File: src/hdl/cibuf_pkg.sv
package cibuf_pkg;

   // default number of byte slots
   localparam int CAPACITY_DEF = 64;

   // cursor control bytes
   localparam logic [7:0] CHAR_OPEN  = 8'h5B;
   localparam logic [7:0] CHAR_CLOSE = 8'h5D;

   typedef enum logic [1:0] {
      ST_IDLE,
      ST_LINK,
      ST_EMPTY,
      ST_WALK
   } state_type;

endpackage

File: src/hdl/cibuf_ram.sv
module cibuf_ram #(
   parameter int WIDTH = 8,
   parameter int DEPTH = 64
) (
   input  logic                     clock,
   input  logic                     wr_en,
   input  logic [$clog2(DEPTH)-1:0] wr_addr,
   input  logic [WIDTH-1:0]         wr_data,
   input  logic                     rd_en,
   input  logic [$clog2(DEPTH)-1:0] rd_addr,
   output logic [WIDTH-1:0]         rd_data
);

   logic [WIDTH-1:0] mem_ff [DEPTH];
   logic [WIDTH-1:0] rd_data_ff;

   always_ff @(posedge clock) begin
      if (wr_en) begin
         mem_ff[wr_addr] <= wr_data;
      end
      // read data holds until the next read
      if (rd_en) begin
         rd_data_ff <= mem_ff[rd_addr];
      end
   end

   assign rd_data = rd_data_ff;

endmodule

File: src/hdl/cursor_insert_text_buffer_unit.sv
// Cursor-insert line buffer. Each request item carries one byte of a line: 0x5B moves the
// insertion cursor to the front of the text, 0x5D moves it to the end, and any other byte is
// inserted after the cursor, which then sits on the new byte. Text is held as a singly linked
// list in two single-port-write RAMs (bytes and successor links, slot 0 being the head
// sentinel, whose link lives in a register). An end-of-line item walks the list and returns
// one response item per stored byte, the final one flagged last, then clears the line; an
// empty line gives a single response flagged empty. Bytes past CAPACITY are dropped and
// flag overflowed on that line's responses. A cursor byte or a dropped byte is handled as it
// is accepted; an inserted byte also passes through the link state, because the link RAM has
// one write port and an insert writes two links (the new node's and its predecessor's). An
// end-of-line item reads the first node after it is accepted, then outputs one node at a time,
// each following read overlapped with the previous byte's output, and waits while responses
// are stalled. No clearing pass is needed after reset: only slots 1 up to the fill count are
// ever read, and each was written on its insert. A new request can be taken while the last
// response of a line still waits in the output register.
module cursor_insert_text_buffer_unit #(
   parameter int CAPACITY = cibuf_pkg::CAPACITY_DEF
) (
   input  logic       clock,
   input  logic       reset,
   input  logic       req_valid,
   output logic       req_stall,
   input  logic [7:0] req_in_char,
   input  logic       req_end_of_line,
   output logic       rsp_valid,
   input  logic       rsp_stall,
   output logic [7:0] rsp_out_char,
   output logic       rsp_empty_line,
   output logic       rsp_overflowed,
   output logic       rsp_last
);

   import cibuf_pkg::*;

   // slot index: 0 is the sentinel, 1..CAPACITY hold bytes; also wide enough for the fill count
   localparam int IW    = $clog2(CAPACITY + 1);
   localparam int SLOTS = CAPACITY + 1;

   localparam logic [IW-1:0] CAP_IDX = IW'(CAPACITY);
   localparam logic [IW-1:0] SENT    = '0;

   // control state
   state_type      state_ff, state_in;
   logic [IW-1:0]  head_ff, head_in;       // sentinel link
   logic [IW-1:0]  tail_ff, tail_in;
   logic [IW-1:0]  cursor_ff, cursor_in;
   logic [IW-1:0]  cnext_ff, cnext_in;     // successor of the cursor node
   logic [IW-1:0]  fill_ff, fill_in;
   logic           ovf_ff, ovf_in;
   logic [IW-1:0]  remain_ff, remain_in;   // nodes still to read in the walk
   logic           first_ff, first_in;     // walk not yet started
   logic           pend_ff, pend_in;       // RAM read data waiting to be taken
   logic           rsp_valid_ff, rsp_valid_in;

   // payload
   logic [IW-1:0]  slot_ff, slot_in;
   logic [7:0]     rsp_char_ff, rsp_char_in;
   logic           rsp_empty_ff, rsp_empty_in;
   logic           rsp_ovf_ff, rsp_ovf_in;
   logic           rsp_last_ff, rsp_last_in;

   // RAM ports
   logic           char_wr_en;
   logic [IW-1:0]  char_wr_addr;
   logic [7:0]     char_wr_data;
   logic [7:0]     char_rd_data;
   logic           link_wr_en;
   logic [IW-1:0]  link_wr_addr;
   logic [IW-1:0]  link_wr_data;
   logic [IW-1:0]  link_rd_data;
   logic           rd_en;
   logic [IW-1:0]  rd_addr;

   logic           req_take;
   logic           out_free;
   logic           consume;
   logic           last_now;

   cibuf_ram #(
      .WIDTH (8),
      .DEPTH (SLOTS)
   ) u_char_ram (
      .clock   (clock),
      .wr_en   (char_wr_en),
      .wr_addr (char_wr_addr),
      .wr_data (char_wr_data),
      .rd_en   (rd_en),
      .rd_addr (rd_addr),
      .rd_data (char_rd_data)
   );

   cibuf_ram #(
      .WIDTH (IW),
      .DEPTH (SLOTS)
   ) u_link_ram (
      .clock   (clock),
      .wr_en   (link_wr_en),
      .wr_addr (link_wr_addr),
      .wr_data (link_wr_data),
      .rd_en   (rd_en),
      .rd_addr (rd_addr),
      .rd_data (link_rd_data)
   );

   assign req_stall = (state_ff != ST_IDLE);
   assign req_take  = req_valid && !req_stall;
   assign out_free  = !rsp_valid_ff || !rsp_stall;

   // walk: the item in the RAM output is final when nothing more is to be read
   // or its link ends the list (the range check only guards a malformed list)
   assign consume  = (state_ff == ST_WALK) && pend_ff && out_free;
   assign last_now = (remain_ff == '0) || (link_rd_data == SENT) || (link_rd_data > CAP_IDX);

   always_comb begin
      state_in     = state_ff;
      head_in      = head_ff;
      tail_in      = tail_ff;
      cursor_in    = cursor_ff;
      cnext_in     = cnext_ff;
      fill_in      = fill_ff;
      ovf_in       = ovf_ff;
      remain_in    = remain_ff;
      first_in     = first_ff;
      pend_in      = pend_ff;
      slot_in      = slot_ff;
      rsp_valid_in = rsp_valid_ff && rsp_stall;
      rsp_char_in  = rsp_char_ff;
      rsp_empty_in = rsp_empty_ff;
      rsp_ovf_in   = rsp_ovf_ff;
      rsp_last_in  = rsp_last_ff;

      char_wr_en   = 1'b0;
      char_wr_addr = fill_ff + 1'b1;
      char_wr_data = req_in_char;
      link_wr_en   = 1'b0;
      link_wr_addr = fill_ff + 1'b1;
      link_wr_data = cnext_ff;
      rd_en        = 1'b0;
      rd_addr      = link_rd_data;

      case (state_ff)
         ST_IDLE: begin
            if (req_take) begin
               if (req_end_of_line) begin
                  if (fill_ff == '0) begin
                     state_in = ST_EMPTY;
                  end else begin
                     state_in  = ST_WALK;
                     remain_in = fill_ff;
                     first_in  = 1'b1;
                     pend_in   = 1'b0;
                  end
               end else if (req_in_char == CHAR_OPEN) begin
                  cursor_in = SENT;
                  cnext_in  = head_ff;
               end else if (req_in_char == CHAR_CLOSE) begin
                  cursor_in = tail_ff;
                  cnext_in  = SENT;
               end else if (fill_ff == CAP_IDX) begin
                  ovf_in = 1'b1;
               end else begin
                  // new node takes the cursor's successor; predecessor fixed next cycle
                  char_wr_en = 1'b1;
                  link_wr_en = 1'b1;
                  slot_in    = fill_ff + 1'b1;
                  state_in   = ST_LINK;
               end
            end
         end

         ST_LINK: begin
            if (cursor_ff == SENT) begin
               head_in = slot_ff;
            end else begin
               link_wr_en   = 1'b1;
               link_wr_addr = cursor_ff;
               link_wr_data = slot_ff;
            end
            if (tail_ff == cursor_ff) begin
               tail_in = slot_ff;
            end
            cursor_in = slot_ff;
            fill_in   = fill_ff + 1'b1;
            state_in  = ST_IDLE;
         end

         ST_EMPTY: begin
            if (out_free) begin
               rsp_valid_in = 1'b1;
               rsp_char_in  = '0;
               rsp_empty_in = 1'b1;
               rsp_ovf_in   = ovf_ff;
               rsp_last_in  = 1'b1;
               ovf_in       = 1'b0;
               state_in     = ST_IDLE;
            end
         end

         ST_WALK: begin
            if (first_ff) begin
               rd_en     = 1'b1;
               rd_addr   = head_ff;
               remain_in = remain_ff - 1'b1;
               first_in  = 1'b0;
               pend_in   = 1'b1;
            end else if (consume) begin
               rsp_valid_in = 1'b1;
               rsp_char_in  = char_rd_data;
               rsp_empty_in = 1'b0;
               rsp_ovf_in   = ovf_ff;
               rsp_last_in  = last_now;
               if (last_now) begin
                  // line done: clear
                  pend_in   = 1'b0;
                  head_in   = SENT;
                  tail_in   = SENT;
                  cursor_in = SENT;
                  cnext_in  = SENT;
                  fill_in   = '0;
                  ovf_in    = 1'b0;
                  state_in  = ST_IDLE;
               end else begin
                  // follow the link of the node just taken
                  rd_en     = 1'b1;
                  rd_addr   = link_rd_data;
                  remain_in = remain_ff - 1'b1;
                  pend_in   = 1'b1;
               end
            end
         end

         default: begin
            state_in = ST_IDLE;
         end
      endcase
   end

   always_ff @(posedge clock) begin
      if (reset) begin
         state_ff     <= ST_IDLE;
         head_ff      <= '0;
         tail_ff      <= '0;
         cursor_ff    <= '0;
         cnext_ff     <= '0;
         fill_ff      <= '0;
         ovf_ff       <= 1'b0;
         remain_ff    <= '0;
         first_ff     <= 1'b0;
         pend_ff      <= 1'b0;
         rsp_valid_ff <= 1'b0;
      end else begin
         state_ff     <= state_in;
         head_ff      <= head_in;
         tail_ff      <= tail_in;
         cursor_ff    <= cursor_in;
         cnext_ff     <= cnext_in;
         fill_ff      <= fill_in;
         ovf_ff       <= ovf_in;
         remain_ff    <= remain_in;
         first_ff     <= first_in;
         pend_ff      <= pend_in;
         rsp_valid_ff <= rsp_valid_in;
      end
   end

   always_ff @(posedge clock) begin
      slot_ff      <= slot_in;
      rsp_char_ff  <= rsp_char_in;
      rsp_empty_ff <= rsp_empty_in;
      rsp_ovf_ff   <= rsp_ovf_in;
      rsp_last_ff  <= rsp_last_in;
   end

   assign rsp_valid      = rsp_valid_ff;
   assign rsp_out_char   = rsp_char_ff;
   assign rsp_empty_line = rsp_empty_ff;
   assign rsp_overflowed = rsp_ovf_ff;
   assign rsp_last       = rsp_last_ff;

endmodule
File: config.mk
export PLATFORM = sky130hd
export DESIGN_NAME = cursor_insert_text_buffer_unit
export DESIGN_NICKNAME = d
export VERILOG_FILES = /design/src/hdl/cibuf_pkg.sv /design/src/hdl/cibuf_ram.sv /design/src/hdl/cursor_insert_text_buffer_unit.sv
export SDC_FILE = /design/constraint.sdc
export NUM_CORES = 1
export LEC_CHECK = 0
export BUFFER_PORTS_ARGS = -buffer_cell sky130_fd_sc_hd__buf_2
export CAP_MARGIN = 10
export CELL_PAD_IN_SITES_DETAIL_PLACEMENT = 0
export CELL_PAD_IN_SITES_GLOBAL_PLACEMENT = 1
export CORE_AREA = 2 2 415 417
export CTS_BUF_LIST = sky130_fd_sc_hd__clkbuf_4 sky130_fd_sc_hd__clkbuf_8
export DETAILED_ROUTE_END_ITERATION = 12
export DIE_AREA = 0 0 417 419
export MAX_ROUTING_LAYER = met4
export PLACE_DENSITY_LB_ADDON = 0.12
export SETUP_SLACK_MARGIN = 0.2
export SLEW_MARGIN = 20
export SYNTH_ARGS = -nofsm -noshare
export SYNTH_HDL_FRONTEND = slang
export SYNTH_HIERARCHICAL = 1
export SYNTH_SLANG_ARGS = --single-unit
File: constraint.sdc
create_clock -name clock -period 4.11 [get_ports clock]
set_input_delay 0.2055 -clock clock [delete_from_list [all_inputs] [get_ports clock]]
set_output_delay 0.2055 -clock clock [all_outputs]
set_load 0.03 [all_outputs]
==> report_table.html <==
<table>
<tr><th>Metric</th><th>Value</th></tr>
<tr><th colspan="2">Logic synthesis</th></tr>
<tr><td>Portion of the post-synthesis area used by sequential elements</td><td>73.9%</td></tr>
<tr><td>Number of instances in the synthesized netlist</td><td>2147</td></tr>
<tr><td>Post-synth top flop</td><td>sky130_fd_sc_hd__edfxtp_1</td></tr>
<tr><td>#FFs+latches synth</td><td>1056</td></tr>
<tr><td>Ys async rst share</td><td>0%</td></tr>
<tr><td>Post-Syn Nets</td><td>2163</td></tr>
<tr><td>Number of warnings printed during yosys synthesis</td><td>6</td></tr>
<tr><td>Number of unique standard cell types used by synthesis</td><td>75</td></tr>
<tr><td>Number of synthesized flops with an enable pin</td><td>1008</td></tr>
<tr><td>Avg Synthesized Cell Area</td><td>19.7 um^2</td></tr>
<tr><td>Combined area of all synthesized cells</td><td>42200 um^2</td></tr>
<tr><th colspan="2">Timing</th></tr>
<tr><td>Highest clock rate</td><td>269 MHz</td></tr>
<tr><td>Final hold slack</td><td>0.342 ns</td></tr>
<tr><td>Number of hold violations in the final report</td><td>0</td></tr>
<tr><td>Share of the clock period used by the worst path after layout</td><td>90.4%</td></tr>
<tr><td>Final setup violation count</td><td>0</td></tr>
<tr><td>Worst slew slack as a fraction of its limit</td><td>25.9%</td></tr>
<tr><td>Post-route clock skew</td><td>0.0510 ns</td></tr>
<tr><td>Total Negative Setup Slacks</td><td>0 ns</td></tr>
<tr><td>Worst slew pin tran</td><td>1.10 ns</td></tr>
<tr><td>Time the final worst path needs with I/O delays and setup</td><td>3.72 ns</td></tr>
<tr><td>Final Max Tran Viols</td><td>0</td></tr>
<tr><td>RSZ-0062 raised after global routing</td><td>true</td></tr>
<tr><th colspan="2">Layout</th></tr>
<tr><td>Core utilization of the finished layout</td><td>29.4%</td></tr>
<tr><td>Final Cell Area</td><td>50100 um^2</td></tr>
<tr><td>Area grow syn2layout</td><td>18.6%</td></tr>
<tr><td>Fraction of final layout cells with drive strength greater than 1</td><td>32.7%</td></tr>
<tr><td>NumNets Final</td><td>2462</td></tr>
<tr><td>Commonest non-fill, non-tap cell in the layout</td><td>sky130_fd_sc_hd__edfxtp_1</td></tr>
<tr><td>Highest-count cells in the layout ignoring fill and taps</td><td>sky130_fd_sc_hd__edfxtp_1 (1008), sky130_fd_sc_hd__mux4_2 (232), sky130_fd_sc_hd__clkbuf_8 (187)</td></tr>
<tr><th colspan="2">Global routing</th></tr>
<tr><td>Total global routing overflow</td><td>0</td></tr>
<tr><td>Combined global-route utilization of all metal layers</td><td>14.1%</td></tr>
<tr><td>Number of global-route vias before repair</td><td>22900</td></tr>
<tr><td>Wire length of the first global-routing pass</td><td>171 mm</td></tr>
<tr><td>Number of antenna violations at the first check in global routing</td><td>3</td></tr>
<tr><td>Pin count of the biggest net entering global routing</td><td>80</td></tr>
<tr><th colspan="2">Route</th></tr>
<tr><td>Number of remaining DRC errors</td><td>0</td></tr>
<tr><td>Number of violations reported at the end of detailed-routing iteration 0</td><td>1418</td></tr>
<tr><td>Wire per inst</td><td>24.7 um</td></tr>
<tr><td>Detailed-route vias per instance</td><td>4.48</td></tr>
<tr><td>Wire length reported by the detailed router</td><td>120 mm</td></tr>
<tr><td>Via count</td><td>21600</td></tr>
<tr><td>Pre-antenna DRT Iters</td><td>7</td></tr>
<tr><td>Post-route ant nets</td><td>0</td></tr>
<tr><th colspan="2">Critical path</th></tr>
<tr><td>Path depth of the worst reg2reg path</td><td>7</td></tr>
<tr><td>Max Fanout on Critical Path</td><td>8</td></tr>
<tr><td>Worst flop-to-flop path startpoint</td><td>cursor_ff[3]</td></tr>
<tr><td>Worst setup SP type</td><td>flip-flop</td></tr>
<tr><td>Data arrival, critical path</td><td>4.22 ns</td></tr>
<tr><td>Worst endpoint required time</td><td>4.61 ns</td></tr>
<tr><td>R2R Path End</td><td>u_link_ram/mem_ff[40][4]</td></tr>
<tr><td>Worst-path cell chain</td><td>or4_1, nor4_1, nor2_1, o21ai_0, nor2b_1, nand2_1, nor2_1</td></tr>
<tr><td>Worst stage delay on the critical path</td><td>0.76 ns</td></tr>
<tr><td>Critical Setup Path Class</td><td>reg2reg</td></tr>
<tr><td>FF-to-FF setup slack</td><td>0.39 ns</td></tr>
<tr><td>CP bufs+invs</td><td>0</td></tr>
<tr><td>Largest delay contributor family on the critical path</td><td>simple AND/OR/NAND/NOR gates</td></tr>
<tr><td>Critical Path End Type</td><td>flip-flop</td></tr>
<tr><td>Most prevalent standard cell on the critical path</td><td>sky130_fd_sc_hd__nor2_1</td></tr>
<tr><td>CP max stage cell</td><td>sky130_fd_sc_hd__nor2_1</td></tr>
<tr><th colspan="2">Clocking</th></tr>
<tr><td>Clock latency on the worst-skew pair</td><td>0.90 ns</td></tr>
<tr><td>H-tree depth reported by CTS</td><td>4</td></tr>
<tr><td>Clock Tree Buf Depth</td><td>3</td></tr>
<tr><td>Number of buffers created by CTS</td><td>181</td></tr>
<tr><td>Cell at the root of the clock tree</td><td>sky130_fd_sc_hd__clkbuf_8</td></tr>
<tr><td>Clock input transition at the sequential cells of the worst setup and hold paths</td><td>0.06 ns</td></tr>
<tr><td>Clk sinks</td><td>1056</td></tr>
<tr><td>CTS tree</td><td>yes</td></tr>
<tr><th colspan="2">Placement</th></tr>
<tr><td>Post-Place Cell Area</td><td>46300 um^2</td></tr>
<tr><td>Detailed placement HPWL</td><td>75.9 mm</td></tr>
<tr><td>Total of buffers placed on input and output ports</td><td>25</td></tr>
<tr><td>Global placement routability congestion</td><td>0.752</td></tr>
<tr><th colspan="2">Power</th></tr>
<tr><td>Worst voltage drop across the vdd grid</td><td>321 uV</td></tr>
<tr><td>Power per unit of standard cell area</td><td>445 nW/um^2</td></tr>
<tr><td>Leakage power figure</td><td>15.8 nW</td></tr>
<tr><th colspan="2">Worst hold path</th></tr>
<tr><td>Beginning of the worst hold path</td><td>rsp_stall</td></tr>
<tr><td>Cell depth of the worst hold path</td><td>3</td></tr>
<tr><td>Worst-case hold path end point</td><td>rsp_empty_line</td></tr>
<tr><td>Min-Delay Path Class</td><td>in2reg</td></tr>
<tr><th colspan="2">Floorplanning</th></tr>
<tr><td>Initial cell density of the core</td><td>24.8%</td></tr>
<tr><td>I/O pin total</td><td>26</td></tr>
<tr><td>Die H</td><td>419 um</td></tr>
<tr><td>Die Outline Area</td><td>175000 um^2</td></tr>
<tr><td>Horiz. Die Dim</td><td>417 um</td></tr>
<tr><td>Row cnt</td><td>152</td></tr>
<tr><td>Placeable Area</td><td>171000 um^2</td></tr>
<tr><th colspan="2">Run status</th></tr>
<tr><td>Result of the run</td><td>completed</td></tr>
<tr><th colspan="2">Job</th></tr>
<tr><td>Max-cap violations</td><td>0</td></tr>
</table>
-- layer usage --
| metal | up-vias | share of wire (%) | track usage, % |
|---|---|---|---|
| met5 | - | 0 | - |
| met2 | 431 | 49 | 22.8 |
| li1 | 9484 | - | - |
| met4 | 0 | 2.4 | 4.19 |
| met3 | 184 | 3.7 | 2.64 |
| met1 | 11500 | 45 | 18.1 |
-- flip-flops by register name, indices dropped and copies added, names as in the netlist, 7 cells and up --
signal,count
u_link_ram/rd_data,7
u_char_ram/mem_ff,520
rsp_out_char,8
u_char_ram/rd_data,8
slot_ff,7
tail_ff,7
head_ff,7
cnext_ff,7
u_link_ram/mem_ff,455
fill_ff,7
cursor_ff,7
remain_ff,7
-- tightest hold or removal path: stages --
cell	delay, ns
sky130_fd_sc_hd__dlygate4sd3_1	0.52
sky130_fd_sc_hd__buf_2	0.14
sky130_fd_sc_hd__a21oi_2	0.18
-- timing repair --
action	in CTS	in global routing
endpoints found under the setup margin	13	90
hold buffers	15	0
buffers inserted	0	4
hold endpoints to repair	289	0
gates resized for setup	2	8
-- worst max-delay path by stage --
| stage | start | endpoint | slack (ns) | depth (start not counted) |
|---|---|---|---|---|
| final | cursor_ff[3] | u_link_ram/mem_ff[40][4] | 0.39 | 7 |
| after detailed placement | cursor_ff[3] | u_link_ram/mem_ff[10][5] | 0.15 | 7 |
| after global routing | cursor_ff[3] | u_link_ram/mem_ff[40][4] | 0.12 | 7 |
| after global placement | cursor_ff[3] | u_link_ram/mem_ff[20][6] | 0.02 | 7 |
| after CTS | cursor_ff[3] | u_link_ram/mem_ff[16][4] | 0.23 | 8 |
| after floorplan | state_ff[1] | u_link_ram/mem_ff[64][0] | 0.62 | 9 |
-- through the flow --
step,total power [W],setup WS [ns],instances
after floorplan,0.0126,0.619,2147
after global placement,0.0131,0.0150,4475
final,0.0223,0.393,4830
after CTS,0.0227,0.231,4819
after global routing,0.0232,0.120,4827
after detailed placement,0.0131,0.154,4477
-- power breakdown --
part	switching, W	internal, W	total (W)
Clock	0.00433	0.00506	0.00939
Sequential	0.0000611	0.0119	0.0119
Combinational	0.000679	0.000295	0.000974
Total	0.00507	0.0172	0.0223
-- area by class of cell --
class | count | area (um^2)
flip-flops and latches | 1056 | 31200
clock buffers | 246 | 3020
fillers | 16700 | 120000
well taps | 2233 | 2790
inverters | 15 | 56.3
diodes | 7 | 17.5
clock inverters | 81 | 509
repair buffers | 229 | 1960
multi-input cells | 963 | 10500
-- cell families after synthesis --
| family | synth area share (%) |
|---|---|
| DFF | 73.9 |
| muxes | 16.7 |
| and+or+nand+nor | 4.12 |
| AOI/OAI and AO/OA | 3.40 |
| buffers and inverters | 1.43 |
| xor gates and xnor gates | 0.290 |
| adders and majority gates | 0.0889 |
-- cell usage after synthesis (3+ instances only) --
cell                       count  share of area, %
sky130_fd_sc_hd__clkbuf_1     54              0.48
sky130_fd_sc_hd__dfxtp_1      48               2.3
sky130_fd_sc_hd__inv_1        14              0.12
sky130_fd_sc_hd__buf_6         8              0.21
sky130_fd_sc_hd__a32oi_1      22              0.46
sky130_fd_sc_hd__o221ai_1      8              0.17
sky130_fd_sc_hd__mux2i_1      90               2.1
sky130_fd_sc_hd__or4_1         3             0.053
sky130_fd_sc_hd__o32ai_1       3             0.062
sky130_fd_sc_hd__buf_2        33              0.39
sky130_fd_sc_hd__a22o_1        9              0.19
sky130_fd_sc_hd__nand2_1      71              0.63
sky130_fd_sc_hd__o21ai_0      14              0.17
sky130_fd_sc_hd__a21oi_1      24              0.28
sky130_fd_sc_hd__nand2b_1      7              0.10
sky130_fd_sc_hd__a221oi_2      5              0.18
sky130_fd_sc_hd__a22oi_1      34              0.60
sky130_fd_sc_hd__buf_4         6              0.11
sky130_fd_sc_hd__mux2_4        7              0.25
sky130_fd_sc_hd__nor3_1       17              0.20
sky130_fd_sc_hd__nor4_1        3             0.044
sky130_fd_sc_hd__o22ai_1       9              0.13
sky130_fd_sc_hd__xor2_1       13              0.27
sky130_fd_sc_hd__or3_1         4             0.059
sky130_fd_sc_hd__nor2_1      154               1.4
sky130_fd_sc_hd__a221oi_1     10              0.21
sky130_fd_sc_hd__ha_1          3             0.089
sky130_fd_sc_hd__edfxtp_1   1008                72
sky130_fd_sc_hd__mux4_2      232                12
sky130_fd_sc_hd__nor2b_1      33              0.49
sky130_fd_sc_hd__nand3_1      34              0.40
sky130_fd_sc_hd__and3_1       11              0.16
sky130_fd_sc_hd__o31ai_1      17              0.30
sky130_fd_sc_hd__mux2_2       74               2.0
sky130_fd_sc_hd__buf_1        12              0.11
sky130_fd_sc_hd__nand4_1       3             0.044
No activity file was read; power rests on OpenSTA's default activity.
